**src/rtl/core/assert_macros.svh**
```systemverilog
// Assertion helpers for the delta token parser RTL.
`ifndef ASSERT_MACROS_SVH
`define ASSERT_MACROS_SVH

`ifndef SYNTHESIS
`define DTSP_ASSERT(lbl, clk, rst_n, prop) \
	lbl: assert property (@(posedge clk) disable iff (!rst_n) prop) \
	else $error("assertion failed");
`define DTSP_NEVER(lbl, clk, rst_n, expr) \
	lbl: assert property (@(posedge clk) disable iff (!rst_n) !(expr)) \
	else $error("forbidden condition seen");
`else
`define DTSP_ASSERT(lbl, clk, rst_n, prop)
`define DTSP_NEVER(lbl, clk, rst_n, expr)
`endif

`endif

```
**src/rtl/core/dtsp_pkg.sv**
```systemverilog
`timescale 1ns / 1ps

package dtsp_pkg;

	// parser phase
	typedef enum logic [1:0] {
		PH_TOKEN    = 2'd0,
		PH_LITERAL  = 2'd1,
		PH_TRAILER  = 2'd2,
		PH_FINISHED = 2'd3
	} phase_t;

	// result word kind
	typedef enum logic [1:0] {
		KIND_LITERAL = 2'd0,
		KIND_BLOCK   = 2'd1,
		KIND_DIGEST  = 2'd2,
		KIND_ERROR   = 2'd3
	} kind_t;

	localparam int unsigned TOKEN_BYTES = 4;
	localparam logic [1:0] TOKEN_LAST_BYTE = 2'(TOKEN_BYTES - 1);

endpackage

```
**src/rtl/core/delta_token_stream_parser.sv**
```systemverilog
// Delta token stream parser: one byte word in, at most one result word out.
// A result is registered and presented in the cycle after the byte that causes it.
// Throughput: one byte per cycle; the result register lets the next byte in
// while the held result is taken, and stalls input only when it is full.
// Reset (arst_n low, asynchronous): token phase, all counters cleared, no result.
`timescale 1ns / 1ps
`include "assert_macros.svh"

module delta_token_stream_parser
	import dtsp_pkg::*;
#(
	parameter int unsigned DIGEST_BYTES = 16
) (
	input  logic        clk,
	input  logic        arst_n,
	input  logic        src_valid,
	output logic        src_ready,
	input  logic [7:0]  in_byte,
	output logic        res_valid,
	input  logic        res_ready,
	output logic [1:0]  kind,
	output logic [7:0]  data_byte,
	output logic [30:0] block_index,
	output logic [3:0]  digest_position,
	output logic        stream_done
);

	localparam int unsigned TW = (DIGEST_BYTES > 1) ? $clog2(DIGEST_BYTES) : 1;
	localparam logic [TW-1:0] LAST_POS = TW'(DIGEST_BYTES - 1);

	phase_t        phase_q, phase_d;
	logic [23:0]   acc_q, acc_d;
	logic [1:0]    tcnt_q, tcnt_d;
	logic [30:0]   lit_q, lit_d;
	logic [TW-1:0] trail_q, trail_d;

	logic          accept;
	logic [31:0]   token;
	logic          has_res;
	kind_t         kind_d;
	logic [7:0]    data_d;
	logic [30:0]   index_d;
	logic [3:0]    pos_d;
	logic          done_d;
	logic [TW+3:0] pos_ext;

	logic          res_valid_q;
	kind_t         kind_q;
	logic [7:0]    data_q;
	logic [30:0]   index_q;
	logic [3:0]    pos_q;
	logic          done_q;

	// take a byte whenever the result register is free or being drained
	assign src_ready = !res_valid_q || res_ready;
	assign accept    = src_valid && src_ready;
	assign token     = {acc_q, in_byte};
	assign pos_ext   = {4'b0000, trail_q};

	// next parser state
	always_comb begin
		phase_d = phase_q;
		acc_d   = acc_q;
		tcnt_d  = tcnt_q;
		lit_d   = lit_q;
		trail_d = trail_q;
		case (phase_q)
			PH_TOKEN: begin
				acc_d = token[23:0];
				if (tcnt_q != TOKEN_LAST_BYTE) begin
					tcnt_d = tcnt_q + 2'd1;
				end else begin
					tcnt_d = 2'd0;
					acc_d  = 24'd0;
					if (token == 32'd0) begin
						phase_d = PH_TRAILER;
						trail_d = '0;
					end else if (!token[31]) begin
						phase_d = PH_LITERAL;
						lit_d   = token[30:0];
					end
				end
			end
			PH_LITERAL: begin
				if (lit_q <= 31'd1) begin
					lit_d   = 31'd0;
					phase_d = PH_TOKEN;
				end else begin
					lit_d = lit_q - 31'd1;
				end
			end
			PH_TRAILER: begin
				if (trail_q == LAST_POS) begin
					phase_d = PH_FINISHED;
					trail_d = '0;
				end else begin
					trail_d = trail_q + TW'(1);
				end
			end
			default: begin
				phase_d = PH_FINISHED;
			end
		endcase
	end

	// result word for the current byte
	always_comb begin
		has_res = 1'b1;
		kind_d  = KIND_ERROR;
		data_d  = in_byte;
		index_d = 31'd0;
		pos_d   = 4'd0;
		done_d  = 1'b0;
		case (phase_q)
			PH_TOKEN: begin
				kind_d  = KIND_BLOCK;
				data_d  = 8'd0;
				index_d = ~token[30:0];
				has_res = (tcnt_q == TOKEN_LAST_BYTE) && token[31];
			end
			PH_LITERAL: begin
				kind_d = KIND_LITERAL;
			end
			PH_TRAILER: begin
				kind_d = KIND_DIGEST;
				pos_d  = pos_ext[3:0];
				done_d = (trail_q == LAST_POS);
			end
			default: begin
				kind_d = KIND_ERROR;
			end
		endcase
	end

	// advance parser state on each accepted byte
	always_ff @(posedge clk or negedge arst_n) begin
		if (!arst_n) begin
			phase_q <= PH_TOKEN;
			acc_q   <= 24'd0;
			tcnt_q  <= 2'd0;
			lit_q   <= 31'd0;
			trail_q <= '0;
		end else if (accept) begin
			phase_q <= phase_d;
			acc_q   <= acc_d;
			tcnt_q  <= tcnt_d;
			lit_q   <= lit_d;
			trail_q <= trail_d;
		end
	end

	// hold the result word until it is taken
	always_ff @(posedge clk or negedge arst_n) begin
		if (!arst_n) begin
			res_valid_q <= 1'b0;
		end else if (accept) begin
			res_valid_q <= has_res;
		end else if (res_ready) begin
			res_valid_q <= 1'b0;
		end
	end

	always_ff @(posedge clk) begin
		if (accept && has_res) begin
			kind_q  <= kind_d;
			data_q  <= data_d;
			index_q <= index_d;
			pos_q   <= pos_d;
			done_q  <= done_d;
		end
	end

	assign res_valid       = res_valid_q;
	assign kind            = kind_q;
	assign data_byte       = data_q;
	assign block_index     = index_q;
	assign digest_position = pos_q;
	assign stream_done     = done_q;

	// checks
	`DTSP_ASSERT(a_err_after_end, clk, arst_n, accept && phase_q == PH_FINISHED |=> res_valid_q && kind_q == KIND_ERROR)
	`DTSP_ASSERT(a_done_is_digest, clk, arst_n, res_valid_q && done_q |-> kind_q == KIND_DIGEST)
	`DTSP_ASSERT(a_lit_nonzero, clk, arst_n, phase_q == PH_LITERAL |-> lit_q != 31'd0)
	`DTSP_NEVER(a_tcnt_token_only, clk, arst_n, tcnt_q != 2'd0 && phase_q != PH_TOKEN)
	`DTSP_ASSERT(a_block_clean, clk, arst_n, res_valid_q && kind_q == KIND_BLOCK |-> data_q == 8'd0 && pos_q == 4'd0)

endmodule
```
**config.mk**
```make
export PLATFORM = sky130hd
export DESIGN_NAME = delta_token_stream_parser
export DESIGN_NICKNAME = d
export VERILOG_FILES = /design/src/rtl/core/dtsp_pkg.sv /design/src/rtl/core/delta_token_stream_parser.sv
export VERILOG_INCLUDE_DIRS = /design/src /design/src/rtl/core
export SDC_FILE = /design/constraint.sdc
export NUM_CORES = 1
export LEC_CHECK = 0
export ABC_AREA = 1
export BUFFER_PORTS_ARGS = -buffer_cell sky130_fd_sc_hd__clkbuf_2
export CAP_MARGIN = 40
export CORE_ASPECT_RATIO = 1.25
export CORE_MARGIN = 2
export CORE_UTILIZATION = 59
export CTS_BUF_LIST = sky130_fd_sc_hd__clkbuf_4 sky130_fd_sc_hd__clkbuf_8 sky130_fd_sc_hd__clkbuf_16
export CTS_CLUSTER_DIAMETER = 200
export CTS_CLUSTER_SIZE = 16
export DETAILED_ROUTE_END_ITERATION = 7
export PLACE_DENSITY = 0.8
export SLEW_MARGIN = 5
export SYNTH_ARGS = -nofsm -noshare
export SYNTH_HDL_FRONTEND = slang
export SYNTH_SLANG_ARGS = --single-unit
```
**constraint.sdc**
```tcl
create_clock -name clk -period 4.2 [get_ports clk]
set_input_delay 0.63 -clock clk [delete_from_list [all_inputs] [get_ports clk]]
set_output_delay 0.63 -clock clk [all_outputs]
set_load 0.02 [all_outputs]
```
Yosys cells after proc, flatten, opt, wreduce, memory -nomap -nowiden:

Index checks and enable logic that the tools add are counted.

* bits in latches: 0
* input port bits: 12
* word-level logic and storage cells: 63
* output and inout bits: 48
* memories kept: 0
* RAM bits: 0
* flip-flop bits (word level): 110
* bits in read-only memories: 0

* $add $sub $neg: 3
* $mul: 0
* shifts and indexed selects: 0
* reductions and logical operators: 14
* order comparisons: 1
* bitwise operators: 1
* div/mod/pow operators: 0
* equality and inequality tests: 12
* multiplexer cells: 21

Operators with widths (number)
* $mux W31: 4
* $pmux W31 S2: 1
* $logic_not A32 Y1: 1
* $le A31 B1 Y1 const B: 1
* $not A31 Y31: 1
* $sub A31 B1 Y31 const B: 1
* $mux W24: 1
* $ne A2 B2 Y1 const B: 7
* $mux W2: 6
* $mux W4: 3
* $pmux W2 S3: 2
* $reduce_and A5 Y1: 2
* $pmux W4 S2: 1
* $reduce_bool A2 Y1: 3
* $add A4 B1 Y4 const B: 1
* $eq A2 B2 Y1 const B: 2
* $eq A4 B4 Y1 const B: 1
* $reduce_and A4 Y1: 1
* $logic_and A1 B1 Y1: 3
* $mux W1: 3
* $ne A3 B3 Y1 const B: 1
* $add A2 B1 Y2 const B: 1
* $eq A2 B1 Y1 const B: 1
* $logic_not A2 Y1: 1
* 3 further kinds: 3

Depth between registers and ports, before layout:

Gate-level depths: netlist of the first run.

* depth in word-level cells: 4
* mapped depth: 13
* depth with buffers taken out: 13

Worst setup path before layout of the first run:

OpenSTA, ideal clock, no wires.

* path type: input -> register
* start: input port res_ready
* end: register index_q[0] (netlist: block_index[0]), enable pin
* library setup time: 0.466 ns
* arrival time: 3.397 ns
* slack: 0.336 ns
* required time: 3.734 ns
* path buffers: 0
* cell stages on the path: 6
* cells stage by stage: inv_1 -> nand2_1 -> nand2_1 -> clkinv_1 -> o21ai_2 -> a21oi_1

* cells in the longest elaborated chain, start to end: 3

Ends and longest elaborated chain
* start, declared: line delta_token_stream_parser.sv:20 `input logic res_ready,`
* $logic_or A1 B1 Y1: line delta_token_stream_parser.sv:55 `assign src_ready = !res_valid_q || res_ready;`
* named net src_ready: line delta_token_stream_parser.sv:17 `output logic src_ready,`
* $logic_and A1 B1 Y1: line delta_token_stream_parser.sv:56 `assign accept = src_valid && src_ready;`
* $logic_and A1 B1 Y1: line delta_token_stream_parser.sv:164 `if (accept && has_res) begin`
* end signal, assigned: line delta_token_stream_parser.sv:167 `index_q <= index_d;`
* end, declared: line delta_token_stream_parser.sv:50 `logic [30:0] index_q;`

The timed path passes the listed nets, and every way through them passes these cells.
A chain may end at the register's enable or synchronous reset.

Worst setup path after layout of the first run:

* start: register phase_q[0]
* end: register lit_q[15]

* cells in the longest elaborated chain, start to end: 3
* elaborated cells between the ends (all ways): 8
* those cells by class: 4 x eq/ne; 1 x mux; 3 x reduce/logical

Ends and longest elaborated chain
* start, declared: line delta_token_stream_parser.sv:31 `phase_t phase_q, phase_d;`
* start signal, assigned: line delta_token_stream_parser.sv:144 `phase_q <= phase_d;`
* $eq A2 B1 Y1 or $logic_not A2 Y1 (tied branches): line delta_token_stream_parser.sv:67 `case (phase_q)`
* $reduce_bool A2 Y1 (no source line) or $ne A2 B2 Y1 (tied branches)
* $reduce_and A5 Y1 (no source line)
* end signal, assigned: line delta_token_stream_parser.sv:147 `lit_q <= lit_d;`
* end, declared: line delta_token_stream_parser.sv:34 `logic [30:0] lit_q, lit_d;`

Several ways; a longest one is shown, not always the timed one.

==> results of run 1 <==
==> critical path, cell delays in order, from the launching register on <==
cell and delay, ns:
dfrtp_1 0.40, inv_1 0.11, ha_1 0.60, inv_2 0.43, nand2_1 0.41, nand3_2 0.31
inv_2 0.41, nand2_1 0.12, nand2_1 0.08
==> through the flow <==
stage / total power (uW) / cell area, um^2 / hold WS [ns] / instances
2_1_floorplan: 1280 / 5870 / 0.334 / 740
3_3_place_gp: 1340 / 6250 / 0.461 / 908
3_5_place_dp: 1340 / 6250 / 0.472 / 908
4_1_cts: 2200 / 6560 / 0.375 / 924
5_1_grt: 2260 / 6560 / 0.398 / 924
6_report: 2190 / 6560 / 0.359 / 924
==> final timing paths <==
check                            from         to
max                        phase_q[0]  lit_q[15]
min                            arst_n   lit_q[0]
max reg2reg                phase_q[0]  lit_q[15]
min reg2reg                  lit_q[0]   lit_q[0]
max in group asynchronous      arst_n  acc_q[20]
min in group clk             lit_q[0]   lit_q[0]
==> layout by cell type (no fill, tap or decap), types with 2 or more instances in the layout <==
cell / synthesis / layout
nand2_1: 219 / 219
nor2_1: 153 / 153
inv_1: 83 / 83
dfrtp_1: 64 / 64
clkbuf_2: 0 / 59
edfxtp_1: 46 / 46
nand3_1: 32 / 32
o22ai_1: 22 / 22
o21ai_0: 18 / 18
nand4_1: 15 / 15
clkbuf_16: 0 / 10
nor2_4: 8 / 8
ha_1: 8 / 8
xor2_1: 7 / 7
nand3_2: 5 / 5
nand3b_1: 5 / 5
xnor2_1: 5 / 5
buf_4: 2 / 5
nand2_4: 4 / 4
a21oi_1: 5 / 4
nor2_2: 3 / 3
o21a_1: 3 / 3
or2_2: 2 / 2
inv_2: 2 / 2
nand2_2: 2 / 2
inv_4: 1 / 2
inv_8: 0 / 2
==> routing by layer <==
layer	GRT usage [%]	up-vias
met3	4.10	46
met1	36.8	2360
li1	-	2441
met5	0	-
met4	13.9	0
met2	47.9	219
==> kinds of logic after synthesis <==
logic type      Yosys count
compound gates           52
xor+xnor                 12
fa+ha+maj                 8
buf+inv                 109
flops                   110
simple gates            449
==> final cells by class <==
class,instances,area [um^2]
flip-flops and latches,110,2980
fillers,764,3100
repair buffers,64,333
clock buffers,11,264
well taps,126,158
clock inverters,5,45.0
multi-input cells,521,2450
inverters,87,329
==> flip-flops by register name (all words and copies together) (netlist names), 2 cells and up <==
signal           cells
block_index         31
lit_q               31
acc_q               24
data_byte            8
digest_position      4
trail_q              4
kind                 2
phase_q              2
tcnt_q               2
==> cells in the mapped netlist (3+ instances only) <==
master,n
a21oi_1,5
buf_2,5
buf_6,4
clkbuf_1,11
dfrtp_1,64
edfxtp_1,46
ha_1,8
inv_1,83
nand2_1,219
nand2_4,4
nand3_1,32
nand3_2,5
nand3b_1,5
nand4_1,15
nor2_1,153
nor2_2,3
nor2_4,8
o21a_1,3
o21ai_0,18
o22ai_1,22
xnor2_1,5
xor2_1,7
==> power breakdown <==
part	switching [uW]	internal [uW]
Clock	411	465
Combinational	104	39.7
Sequential	18.5	1160
==> results.toml, run 1 <==
[floorplanning]
rows = 40
fp.coreArea_um2 = 9660
io_pins = 60
die-height_um = 116
die_x_um = 93.2
initial_core_util_pct = 60.8
dieArea_um2 = 10800

[sta]
setup_viol = 0
hold_viol_final = 0
clock-skew-final_ns = 0.00768
final.setup.tns_ns = 0
rsz0062_at_grt = "false"
layout_setup_ws_ns = 1.26
min_period_ns = 2.94
min_period_over_period_pct = 69.9
relSlewSlack_pct = 44.2
slew_violations = 0
tightest_slew_ns = 0.837
fmax_mhz = 340

[synth]
synth.avg_cell_area_um2 = 7.94
yosysTopAreaCellShare_pct = 27.3
syn-cell-area_um2 = 5870
synth-edff-count = 46
yosysWarnings = 0
synth_top_family_by_area = "simple AND/OR/NAND/NOR gates"
synthXorXnorAreaFrac_pct = 1.79
synth-compound-area-share_pct = 5.20
yosysUniqueCellTypes = 33
yosysTopAreaCell = "dfrtp_1"
ys_top_cells_by_area = "dfrtp_1, edfxtp_1, nand2_1"
synth-adder-area-share_pct = 1.70
synthMuxAreaShare_pct = 0
synth-main-ff-cell = "dfrtp_1"
async_flop_share_pct = 58.2
syn_nets = 760
synth-simple-area-share_pct = 32.8
synth_cells = 740
ys_ff_latch = 110
yosysSeqAreaShare_pct = 50.8

[clock_network]
cts_buffers = 9
path_clk_slew_ns = 0.08
h-tree-depth = 3
cts_tree = "yes"
clock-root-buffer = "clkbuf_16"
cts_resized = 0
clock_insertion_delay_worst_skew_ns = 0.35
postCtsSetupBuffers = 0
hold_buffers = 0
clk_path_buf_depth = 2
cts.sinks = 110

[worst_setup_path]
crit_path_end_kind = "flop"
worstRegToRegCells = 8
reg2reg_slack_ns = 1.26
path_class = "flop to flop"
critPathArrivalTime_ns = 3.23
cp-start-kind = "flop"
cp.required_ns = 4.49
cp_max_fo = 35

[detailed_routing]
vias = 5066
drt_iter0_markers = 362
drc = 0
wl_met2_um = 7130
drt_pass1_iterations = 6
drt-met1-wl_um = 5790
maxUsedRoutingLayer = "met4"
drtAntennaViolNets = 0
wl_met3_um = 985
finalWirelength_um = 14500
viasPerCell = 5.48
wire_per_inst_um = 15.6

[power]
powerDensity_nw_per_um2 = 335
ir_drop_mv = 0.211
p_leak_uw = 0.00330

[global_routing]
grt_antenna_before_repair = 0
grt_pass1_vias = 4873
overflow = 0
grtUsageTotal_pct = 28.6
grt_pass1_wl_um = 23700
grt_max_degree = 43

[finish]
area_delta_synth_final_pct = 11.7
fin_util_pct = 67.9
antenna_cells = 0
layout-drive-gt1-share_pct = 13.8
fin_nets = 813

[placement]
finalWeightedCongestion = 0.904
post-place-ws_ns = 1.33
dp_hpwl_um = 10500
numPortBuffers = 59

[job]
drv_cap = 0

[run_status]
status = "finished, final reports clean"

[hold_path]
hold_path.class = "input port to async pin"
Note: power is estimated with default switching activity, not from simulation.
==> run 2: changes to the inputs <==
==> constraint.sdc (replaced) <==
create_clock -name clk -period 3 [get_ports clk]
set_input_delay 0.45 -clock clk [delete_from_list [all_inputs] [get_ports clk]]
set_output_delay 0.45 -clock clk [all_outputs]
set_load 0.02 [all_outputs]
==> run 2 against run 1 <==
Compared with the run above: clock-buffer cell count is 2 lower; clock power increased by 42%; power is 41% higher; register-to-register slack worse by 0.66 ns; sequential share of layout area down 0.21 points; first-iteration DRC count increased by 30%; critical path type unchanged; critical endpoint is now lit_q[7]; largest cell class unchanged; largest power group unchanged.
==> results.toml, run 2 (synthesis gave the netlist of run 1 again) <==
[run_status]
status = "finished, final reports clean"

[finish]
fin_area_um2 = 6590
final_common_cell = "nand2_1"
antenna_cells = 0
fin_util_pct = 68.2
mostFrequentLayoutCells = "nand2_1, nor2_1, inv_1, dfrtp_1, clkbuf_2"
fin_nets = 816
area_delta_synth_final_pct = 12.2
layout-drive-gt1-share_pct = 14.0

[floorplanning]
initial_core_util_pct = 60.8
die_x_um = 93.2
die-height_um = 116
io_pins = 60
fp.coreArea_um2 = 9660
dieArea_um2 = 10800
rows = 40

[job]
drv_cap = 0

[worst_setup_path]
cp-start-kind = "flop"
crit_path_end_kind = "flop"
path_buf_inv = 4
cp_max_fo = 21
max_stage_delay_ns = 0.45
cp.required_ns = 3.30
path_class = "flop to flop"
path_delay_family = "simple AND/OR/NAND/NOR gates"
critPathArrivalTime_ns = 2.69
cpMostUsedCell = "nand2_1"
path_cells = "inv_1 > ha_1 > buf_4 > inv_2 > nand2_1 > nand3_2 > inv_2 > nand2_1 > nand2_1"
critPathSlowestCell = "inv_2"

[clock_network]
cts_tree = "yes"
path_clk_slew_ns = 0.08
clk_path_buf_depth = 2
clock_insertion_delay_worst_skew_ns = 0.35
clock-root-buffer = "clkbuf_16"
cts_resized = 0
h-tree-depth = 3
cts.sinks = 110
cts_buffers = 9
postCtsSetupBuffers = 0
hold_buffers = 0

[detailed_routing]
drtAntennaViolNets = 0
drc = 0
drt_iter0_markers = 469
finalWirelength_um = 14600
drt_pass1_iterations = 6
vias = 5187
viasPerCell = 5.60
wire_per_inst_um = 15.7

[global_routing]
grt_antenna_before_repair = 0
overflow = 0
grt_pass1_vias = 5001
grt_max_degree = 48
grt_pass1_wl_um = 23700
grtUsageTotal_pct = 28.5

[power]
powerDensity_nw_per_um2 = 470
power_switching_share_pct = 24.5
combPwrFrac_pct = 6.6
pwr-share-clk_pct = 40.1
seq_power_share_pct = 53.2
p_leak_uw = 0.00331
power.switching_uw = 758
power.internal_uw = 2340
ir_drop_mv = 0.267

[placement]
finalWeightedCongestion = 0.948
numPortBuffers = 59
post-place-ws_ns = 0.641
dp_hpwl_um = 10200
placed_area_um2 = 6280

[sta]
fmax_mhz = 417
rsz0062_at_grt = "false"
hold_viol_final = 0
clock-skew-final_ns = 0.00925
final.setup.tns_ns = 0
layout_setup_ws_ns = 0.604
tightest_slew_ns = 0.792
setup_viol = 0
min_period_ns = 2.40
slew_violations = 0
min_period_over_period_pct = 79.9
relSlewSlack_pct = 47.1

[hold_path]
hold_path.class = "input port to async pin"
-- run 2: worst paths after layout --
kind	startpoint	cells after the start	slack, ns	to
hold / removal	arst_n	1	0.17	lit_q[4]
setup reg to reg	phase_q[0]	9	0.60	lit_q[7]
min in group clk	in_byte[7]	2	0.40	block_index[7]
setup / recovery	phase_q[0]	9	0.60	lit_q[7]
hold reg to reg	tcnt_q[1]	2	0.51	tcnt_q[1]
max in group asynchronous	arst_n	2	2.16	acc_q[6]
-- run 2: layer usage --
metal	wire (um)	global-route usage, %	up-vias
li1	-	-	2449
met2	7310	49.1	299
met5	0	0	-
met1	5490	34.8	2381
met3	1170	3.58	58
met4	615	15.8	0
-- run 2: power groups by stage --
stage          sequential [uW]  combinational, uW  clock, uW
5_1_grt                   1650                222       1310
4_1_cts                   1650                206       1250
2_1_floorplan             1720               69.2          0
6_report                  1650                205       1240
3_3_place_gp              1680                199          0
3_5_place_dp              1680                203          0
-- run 2: cell type report --
type / count / area [um^2]
clock buffers: 9 / 225
multi-input cells: 521 / 2450
clock inverters: 7 / 78.8
fillers: 751 / 3070
well taps: 126 / 158
flip-flops and latches: 110 / 2980
repair buffers: 67 / 368
inverters: 87 / 329
-- run 2: stage by stage --
stage | instances | hold slack, ns | total power (uW)
after floorplan | 740 | 0.154 | 1790
after detailed placement | 911 | 0.479 | 1880
after global placement | 911 | 0.465 | 1880
final | 927 | 0.168 | 3100
after global routing | 927 | 0.215 | 3190
after CTS | 927 | 0.195 | 3110
==> run 3: changes to the inputs <==
--- a/config.mk
+++ b/config.mk
@@ -11,12 +11,12 @@
 export CAP_MARGIN = 40
 export CORE_ASPECT_RATIO = 1.25
 export CORE_MARGIN = 2
-export CORE_UTILIZATION = 59
+export CORE_UTILIZATION = 54
 export CTS_BUF_LIST = sky130_fd_sc_hd__clkbuf_4 sky130_fd_sc_hd__clkbuf_8 sky130_fd_sc_hd__clkbuf_16
 export CTS_CLUSTER_DIAMETER = 200
 export CTS_CLUSTER_SIZE = 16
 export DETAILED_ROUTE_END_ITERATION = 7
-export PLACE_DENSITY = 0.8
+export PLACE_DENSITY = 0.77
 export SLEW_MARGIN = 5
 export SYNTH_ARGS = -nofsm -noshare
 export SYNTH_HDL_FRONTEND = slang
==> constraint.sdc (replaced) <==
create_clock -name clk -period 2.1 [get_ports clk]
set_input_delay 0.315 -clock clk [delete_from_list [all_inputs] [get_ports clk]]
set_output_delay 0.315 -clock clk [all_outputs]
set_load 0.02 [all_outputs]
==> run 3 against run 2 <==
Compared with the run above: clock-buffer cell count is 1 higher; global-route usage is 3.6 points lower; clock skew is 0.0011 ns lower; routed wire length is 1.1% lower; fmax is 24% higher; clock power is 51% higher; critical path depth is 3 higher; worst hold slack better by 0.062 ns; cell count is 1.9% higher; non-clock buffer count is 12 higher; die area is 8.9% higher; largest power group unchanged.
==> results.toml, run 3 (synthesis gave the netlist of run 1 again) <==
[run_status]
status = "finished, final reports clean"

[worst_setup_path]
cp.required_ns = 2.39
path_cells = "inv_1 > ha_1 > nand2_1 > inv_1 > nand2_1 > nor2_1 > nand3_1 > nand2_1 > nand3_2 > nand2_1 > nand2_1 > nand2_1"
cp-start-kind = "flop"
crit_path_end_kind = "flop"
path_delay_family = "simple AND/OR/NAND/NOR gates"
critPathArrivalTime_ns = 2.21
max_stage_delay_ns = 0.40
cpMostUsedCell = "nand2_1"
critPathSlowestCell = "dfrtp_1"
path_buf_inv = 2
path_class = "flop to flop"
cp_max_fo = 4

[clock_network]
h-tree-depth = 3
clock_insertion_delay_worst_skew_ns = 0.35
clock-root-buffer = "clkbuf_16"
path_clk_slew_ns = 0.07
cts.sinks = 110
cts_tree = "yes"
cts_buffers = 9
clk_path_buf_depth = 2
postCtsSetupBuffers = 0

[sta]
timing.hold.ws_ns = 0.230
fmax_mhz = 520
tightest_slew_ns = 0.389
layout_setup_ws_ns = 0.175
min_period_over_period_pct = 91.7
min_period_ns = 1.92
setup_viol = 0
rsz0062_at_grt = "false"
clock-skew-final_ns = 0.00811
relSlewSlack_pct = 73.8
slew_violations = 0
final.setup.tns_ns = 0
hold_viol_final = 0

[floorplanning]
dieArea_um2 = 11700
die_x_um = 97.3
rows = 42
fp.coreArea_um2 = 10600
io_pins = 60
initial_core_util_pct = 55.3
die-height_um = 121

[finish]
antenna_cells = 0
fin_nets = 828
fin_area_um2 = 6750
mostFrequentLayoutCells = "nand2_1, nor2_1, inv_1, dfrtp_1, clkbuf_2"
area_delta_synth_final_pct = 15.0
layout-drive-gt1-share_pct = 15.4
final_common_cell = "nand2_1"

[detailed_routing]
drt_iter0_markers = 500
vias = 5163
finalWirelength_um = 14400
drt_pass1_iterations = 6
drtAntennaViolNets = 0
viasPerCell = 5.46
drc = 0
wire_per_inst_um = 15.3

[global_routing]
grtUsageTotal_pct = 24.9
grt_pass1_vias = 4801
grt_pass1_wl_um = 23300
overflow = 0
grt_antenna_before_repair = 0
grt_max_degree = 65

[power]
powerDensity_nw_per_um2 = 670
combPwrFrac_pct = 6.7
power.internal_uw = 3480
power_switching_share_pct = 23.1
ir_drop_mv = 0.355
pwr-share-clk_pct = 41.3
p_leak_uw = 0.00339
seq_power_share_pct = 52.0
power.switching_uw = 1040

[hold_path]
hold_path.class = "input port to flop"

[placement]
finalWeightedCongestion = 0.923
numPortBuffers = 59
post-place-ws_ns = 0.245
placed_area_um2 = 6420
dp_hpwl_um = 10500

[job]
drv_cap = 0
run 3: cell count changes in the layout (fill, tap and decap cells not counted), sizes merged:
cell	change
buf	+11
bufinv	+1
clkbuf	+1
dlygate4sd3	+1
inv	-2
run 3: through the flow:
| stage | cells | utilization, % | power [uW] |
|---|---|---|---|
| 2_1_floorplan | 740 | - | 2560 |
| 3_5_place_dp | 928 | 60.4 | 2700 |
| 5_1_grt | 945 | 63.6 | 4660 |
| 6_report | 945 | 63.6 | 4520 |
| 4_1_cts | 945 | 63.6 | 4540 |
| 3_3_place_gp | 928 | 60.4 | 2690 |
run 3: path summary, 6_finish.rpt:
| kind | slack [ns] | startpoint | end | cells after the start |
|---|---|---|---|---|
| worst max-delay path | 0.18 | lit_q[0] | lit_q[20] | 12 |
| worst min-delay path | 0.23 | res_ready | res_valid | 4 |
| worst max register to register | 0.18 | lit_q[0] | lit_q[20] | 12 |
| worst min register to register | 0.51 | tcnt_q[0] | tcnt_q[0] | 1 |
| max in group asynchronous | 1.31 | arst_n | acc_q[2] | 3 |
| min in group asynchronous | 0.51 | arst_n | lit_q[30] | 3 |
run 3: final cells by class:
class,instances,area (um^2)
Clock buffer,10,233
Clock inverter,6,93.8
Fill cell,867,3860
Inverter,87,329
Multi-Input combinational cell,521,2450
Sequential cell,110,2980
Tap cell,132,165
Timing Repair Buffer,79,498
run 3: repair_timing:
item,CTS,global route
endpoints found under the hold margin,12,0
hold buffers,1,0
resized for setup,0,0
run 3: power by group through the flow:
stage,registers [uW],logic [uW],clock network [uW]
floorplan,2460,101,0
global placement,2390,298,0
detailed placement,2400,301,0
CTS,2350,305,1880
global route,2360,329,1970
finish,2350,303,1870
run 3: tightest hold or removal path, cell delays in order:
cell and delay, ns:
clkbuf_2 0.08, inv_1 0.04, nand2_2 0.06, nand2_1 0.05
run 3: metal layers:
metal	GRT usage, %	wire (um)	vias up	share of wire (%)
li1	-	-	2480	-
met5	0	0	-	0
met1	31.9	5810	2390	40
met4	9.72	463	0	3.2
met3	3.93	985	39	6.8
met2	42.8	7170	254	50
